--- src/rtl/icms_pkg.sv ---
// Package with shared widths, limits and types of the merge sort inversion counter.
`default_nettype none
package icms_pkg;

    localparam int VALUE_W = 32;
    localparam int COUNT_W = 19;
    localparam int ITEM_W  = 11;

    localparam logic [COUNT_W-1:0] COUNT_MAX = 19'h7FFFF;
    localparam logic [ITEM_W-1:0]  ITEMS_MAX = 11'h7FF;

    typedef enum logic [4:0] {
        S_IDLE = 5'b00001,
        S_RUN  = 5'b00010,
        S_READ = 5'b00100,
        S_CMP  = 5'b01000,
        S_DONE = 5'b10000
    } t_state;

    typedef struct packed {
        logic busy;
        logic done;
    } t_eng_stat;

endpackage
`default_nettype wire

--- src/rtl/icms_merge.sv ---
// Merge sequencer with the shared compare unit and the inversion accumulator.
`default_nettype none
module icms_merge #(
    parameter int AW        = 10,
    parameter int IW        = 11
) (
    input  wire                          i_clk,
    input  wire                          i_rst_n,
    input  wire                          i_go,
    input  wire  [IW-1:0]                i_n,
    output logic [AW-1:0]                o_ra,
    output logic [AW-1:0]                o_rb,
    input  wire  [icms_pkg::VALUE_W-1:0] i_da,
    input  wire  [icms_pkg::VALUE_W-1:0] i_db,
    output logic                         o_src,
    output logic                         o_we,
    output logic                         o_wsel,
    output logic [AW-1:0]                o_wa,
    output logic [icms_pkg::VALUE_W-1:0] o_wd,
    output icms_pkg::t_eng_stat          o_stat,
    output logic [icms_pkg::COUNT_W-1:0] o_count
);
    import icms_pkg::*;

    localparam int RW = IW + 2;
    localparam int SW = ((IW > COUNT_W) ? IW : COUNT_W) + 1;

    t_state             r_state;
    t_state             n_state;
    logic [IW-1:0]      r_n;
    logic [RW-1:0]      r_w;
    logic [RW-1:0]      r_lo;
    logic [IW-1:0]      r_mid;
    logic [IW-1:0]      r_hi;
    logic [IW-1:0]      r_a;
    logic [IW-1:0]      r_b;
    logic [IW-1:0]      r_k;
    logic               r_src;
    logic [COUNT_W-1:0] r_cnt;

    logic [RW-1:0]      w_n_ext;
    logic [RW-1:0]      w_mid_raw;
    logic [RW-1:0]      w_hi_raw;
    logic [RW-1:0]      w_w2;
    logic [IW-1:0]      w_mid;
    logic [IW-1:0]      w_hi;
    logic               w_left;
    logic               w_right;
    logic               w_take_right;
    logic [IW-1:0]      w_add;
    logic [SW-1:0]      w_sum;
    logic [COUNT_W-1:0] w_cnt_next;
    logic               w_run_end;

    assign w_n_ext   = RW'(r_n);
    assign w_w2      = r_w << 1;
    assign w_mid_raw = r_lo + r_w;
    assign w_hi_raw  = r_lo + w_w2;
    assign w_mid     = (w_mid_raw > w_n_ext) ? r_n : IW'(w_mid_raw);
    assign w_hi      = (w_hi_raw > w_n_ext) ? r_n : IW'(w_hi_raw);

    assign w_left       = r_a < r_mid;
    assign w_right      = r_b < r_hi;
    assign w_take_right = w_right && (!w_left || ($signed(i_da) > $signed(i_db)));
    assign w_add        = r_mid - r_a;
    assign w_sum        = SW'(r_cnt) + SW'(w_add);
    assign w_cnt_next   = (w_sum > SW'(COUNT_MAX)) ? COUNT_MAX : COUNT_W'(w_sum);
    assign w_run_end    = (r_k + IW'(1)) == r_hi;

    assign o_ra    = r_a[AW-1:0];
    assign o_rb    = r_b[AW-1:0];
    assign o_src   = r_src;
    assign o_we    = (r_state == S_CMP);
    assign o_wsel  = ~r_src;
    assign o_wa    = r_k[AW-1:0];
    assign o_wd    = w_take_right ? i_db : i_da;
    assign o_count = r_cnt;
    assign o_stat.busy = (r_state != S_IDLE);
    assign o_stat.done = (r_state == S_DONE);

    always_comb begin
        n_state = r_state;
        case (r_state)
            S_IDLE: begin
                if (i_go) begin
                    n_state = (i_n > IW'(1)) ? S_RUN : S_DONE;
                end
            end
            S_RUN: begin
                if (r_lo >= w_n_ext) begin
                    n_state = (w_w2 >= w_n_ext) ? S_DONE : S_RUN;
                end else begin
                    n_state = S_READ;
                end
            end
            S_READ: n_state = S_CMP;
            S_CMP:  n_state = w_run_end ? S_RUN : S_READ;
            S_DONE: n_state = S_IDLE;
            default: n_state = S_IDLE;
        endcase
    end

    always_ff @(posedge i_clk) begin
        if (!i_rst_n) begin
            r_state <= S_IDLE;
        end else begin
            r_state <= n_state;
        end
    end

    always_ff @(posedge i_clk) begin
        case (r_state)
            S_IDLE: begin
                if (i_go) begin
                    r_n   <= i_n;
                    r_cnt <= '0;
                    r_w   <= RW'(1);
                    r_lo  <= '0;
                    r_src <= 1'b0;
                end
            end
            S_RUN: begin
                if (r_lo >= w_n_ext) begin
                    r_w   <= w_w2;
                    r_lo  <= '0;
                    r_src <= ~r_src;
                end else begin
                    r_mid <= w_mid;
                    r_hi  <= w_hi;
                    r_a   <= IW'(r_lo);
                    r_b   <= w_mid;
                    r_k   <= IW'(r_lo);
                end
            end
            S_CMP: begin
                if (w_take_right) begin
                    r_b <= r_b + IW'(1);
                    if (w_left) begin
                        r_cnt <= w_cnt_next;
                    end
                end else begin
                    r_a <= r_a + IW'(1);
                end
                r_k <= r_k + IW'(1);
                if (w_run_end) begin
                    r_lo <= w_hi_raw;
                end
            end
            default: begin
            end
        endcase
    end

endmodule
`default_nettype wire

--- config.mk ---
export PLATFORM = sky130hd
export DESIGN_NAME = icms_merge
export DESIGN_NICKNAME = d
export VERILOG_FILES = /design/src/rtl/icms_pkg.sv /design/src/rtl/icms_merge.sv
export SDC_FILE = /design/constraint.sdc
export NUM_CORES = 1
export LEC_CHECK = 0
export ABC_AREA = 1
export BUFFER_PORTS_ARGS = -buffer_cell sky130_fd_sc_hd__buf_2
export CAP_MARGIN = 40
export CORE_MARGIN = 2
export CORE_UTILIZATION = 36
export CTS_BUF_LIST = sky130_fd_sc_hd__clkbuf_4
export CTS_CLUSTER_SIZE = 30
export DETAILED_ROUTE_END_ITERATION = 6
export GPL_TIMING_DRIVEN = 0
export SLEW_MARGIN = 20
export SYNTH_ARGS = -nofsm -noshare
export SYNTH_HDL_FRONTEND = slang
export SYNTH_SLANG_ARGS = --single-unit
--- constraint.sdc ---
create_clock -name i_clk -period 10 [get_ports i_clk]
set_input_delay 1.5 -clock i_clk [delete_from_list [all_inputs] [get_ports i_clk]]
set_output_delay 1.5 -clock i_clk [all_outputs]
set_load 0.03 [all_outputs]
==> out/results.tsv <==
metric	value	unit
Critical R2R Capture	o_count[13]	
CP Capture Type	output port	
CP Class	input port to output port	
number of remaining DRC errors	0	
initial antenna violation count	1	
Final Hold Violating Endpoints	0	
RSZ-0062 raised after global routing	no	
final setup fails	0	
Initial DRC Count	550	
pwr/cell area	309	mW/mm²
Clock Root Buffer	clkbuf_4	
most frequent cells in the layout	nand2_1, inv_1, buf_2, ha_1, edfxtp_1	
setup bufs post-CTS	0	
endpoint of the worst hold path	r_state[3]	
Max Fclk	0.199	GHz
Reg clk slew, reported paths	0.10	ns
Finished Layout Cells	1890	
Site Rows	62	
fillcell total	2940	
Port Buf Inserts	163	
Slew Limit Fails	0	
vias in the first global route	8760	
Syn-to-layout area delta	15.5	%
Post-DRT Antenna Nets	0	
Avg Cell Area, Syn	7.97	µm²
yosys warns	0	
post-DP HPWL	22900	µm
Final min period	5.02	ns
Worst setup SP type	input port	
first-pass GRT wire length	44200	µm
length of the first detailed-routing pass in iterations	5	
io pins	164	
gpl congestion	0.863	
max-capacitance violation count	0	
Avg WL per Cell	14.7	µm
smallest hold slack	0.580	ns
Post-synth EDFFs	111	
CTS Buf Count	17	
Hold Startpoint	r_state[2]	
critical path peak fanout	10	
share of cells above drive strength 1	20.1	%
crit share post-route	50.2	%
register area share after synthesis	33.0	%
Vias/cell	4.87	
Setup Skew	0.0267	ns
Core ar.	0.0286	mm²
Critical Path AT	3.52	ns
Post-CTS Resized	0	
worst hold path class	flop to flop	
Leak Pwr	6.04	nW
cell area after synthesis	0.0104	mm²
CTS Sinks	116	
Yosys cell types	50	
grt total ovfl	0	
H-Tree Depth	4	
FF-to-FF Start	r_a[0]	
async set-reset flop share out of synthesis	0	%
Worst-Margin Slew	0.797	ns
Die Width	174	µm
Final nets	1705	
Placed Instances	1856	
worst vdd ir	186	µV
die height	174	µm
synthesized instance count	1307	
initial core utilization	36.4	%
hold buffer count at CTS	0	
overall die area	0.0303	mm²
WL final	27800	µm
largest net degree at the start of global routing	25	
clk_lat worst skew	0.56	ns
WP data required	8.50	ns
WHS Path Cells	2	
R2R depth	21	
most common cell after layout, fill and taps aside	nand2_1	
CTS tree	yes	
Max Buffers Root-to-Sink	2	
Max-Slew Margin vs Limit	46.5	%
ys flop type	edfxtp_1	
R2R setup slack	6.07	ns
Via Count	9204	
GRT Total Usage	18.3	%
TNS Setup	0	ns
syn_nets	1521	
status	complete, no violations	
synthesis-stage register bit count	116	
per-layer routing:
metal | wire (µm) | share of wire (%) | track usage, % | vias up
met5 | 0 | 0 | 0 | -
li1 | - | - | - | 4719
met1 | 12900 | 46 | 24.0 | 4230
met3 | 1310 | 4.7 | 2.76 | 36
met2 | 13100 | 47 | 31.6 | 219
met4 | 473 | 1.7 | 4.31 | 0
sequential cells by signal, summed over array words and instances (netlist names):
signal   flops
o_count     19
r_w         13
r_lo        12
r_a         11
r_b         11
r_hi        11
r_k         11
r_mid       11
r_n         11
r_state      5
o_src        1
how the worst max path moves through the flow:
stage                     slack, ns  depth (start not counted)        to      from
after floorplan                5.39                         13  o_wd[10]  i_db[31]
after global placement         5.02                         15   o_wd[7]  i_db[31]
after detailed placement       4.95                         15   o_wd[7]  i_db[31]
after CTS                      4.94                         15   o_wd[7]  i_db[31]
after global routing           4.73                         15   o_wd[7]  i_db[31]
final                          4.98                         15   o_wd[7]  i_db[31]
layout make-up:
| class | instances | area, µm² | area share, % |
|---|---|---|---|
| inverters | 184 | 691 | 5.74 |
| clock buffers | 20 | 150 | 1.25 |
| well taps | 384 | 480 | 3.99 |
| multi-input cells | 950 | 5920 | 49.2 |
| repair buffers | 165 | 831 | 6.90 |
| flip-flops and latches | 116 | 3430 | 28.5 |
| diodes | 2 | 5.00 | 0.0416 |
| clock inverters | 12 | 138 | 1.14 |
| plain buffers | 57 | 392 | 3.25 |
kinds of logic after synthesis:
| group | after synthesis | synth area share (%) |
|---|---|---|
| AOI/OAI and AO/OA | 177 | 10.2 |
| xor gates and xnor gates | 59 | 4.96 |
| adders and majority gates | 136 | 16.6 |
| buffers and inverters | 241 | 10.4 |
| DFF | 116 | 33.0 |
| and+or+nand+nor | 578 | 24.8 |
critical path, stage by stage:
cell,delay (ns)
buf_2,0.09
inv_1,0.04
ha_1,0.32
nand2_1,0.08
nor2_1,0.13
nand2_1,0.11
nor4_2,0.22
nand2_1,0.11
nand3_1,0.09
nand3_2,0.10
nand2_4,0.11
buf_2,0.22
nand3_1,0.10
nand2_1,0.09
buf_2,0.19
power breakdown:
group / total, W / switching [W] / internal (W)
Combinational: 0.00243 / 0.00159 / 0.000840
Clock: 0.000377 / 0.000199 / 0.000178
Sequential: 0.000912 / 0.000141 / 0.000770
Total: 0.00372 / 0.00193 / 0.00179
stage by stage:
step | setup slack, ns | utilization [%] | area, µm² | total power (W)
after floorplan | 5.39 | - | 10400 | 0.00269
after global placement | 5.02 | 40.9 | 11700 | 0.00327
after detailed placement | 4.95 | 41.0 | 11700 | 0.00335
after CTS | 4.94 | 42.0 | 12000 | 0.00373
after global routing | 4.73 | 42.1 | 12000 | 0.00406
final | 4.98 | 42.1 | 12000 | 0.00372
Yosys cell counts (all sizes together), types with 2 or more instances:
| library cell | number | area, µm² |
|---|---|---|
| and2 | 11 | 68.8 |
| a31oi | 2 | 12.5 |
| nand3 | 102 | 566 |
| o2111ai | 2 | 23.8 |
| edfxtp | 111 | 3330 |
| o21bai | 6 | 45.0 |
| a21oi | 96 | 529 |
| xnor2 | 17 | 149 |
| a21o | 6 | 45.0 |
| nor3 | 11 | 55.1 |
| ha | 132 | 1650 |
| fa | 4 | 80.1 |
| xor2 | 42 | 368 |
| nand3b | 2 | 15.0 |
| clkbuf | 7 | 26.3 |
| nand2 | 319 | 1250 |
| o211ai | 4 | 30.0 |
| inv | 184 | 691 |
| a211oi | 6 | 57.6 |
| a21boi | 3 | 26.3 |
| nor4 | 8 | 71.3 |
| dfxtp | 5 | 100 |
| buf | 50 | 365 |
| nor2 | 96 | 370 |
| o31ai | 6 | 45.0 |
| nand4 | 24 | 150 |
| o21a | 4 | 30.0 |
| or2 | 4 | 25.0 |
| o21ai | 40 | 204 |
No activity file was read; power rests on OpenSTA's default activity.
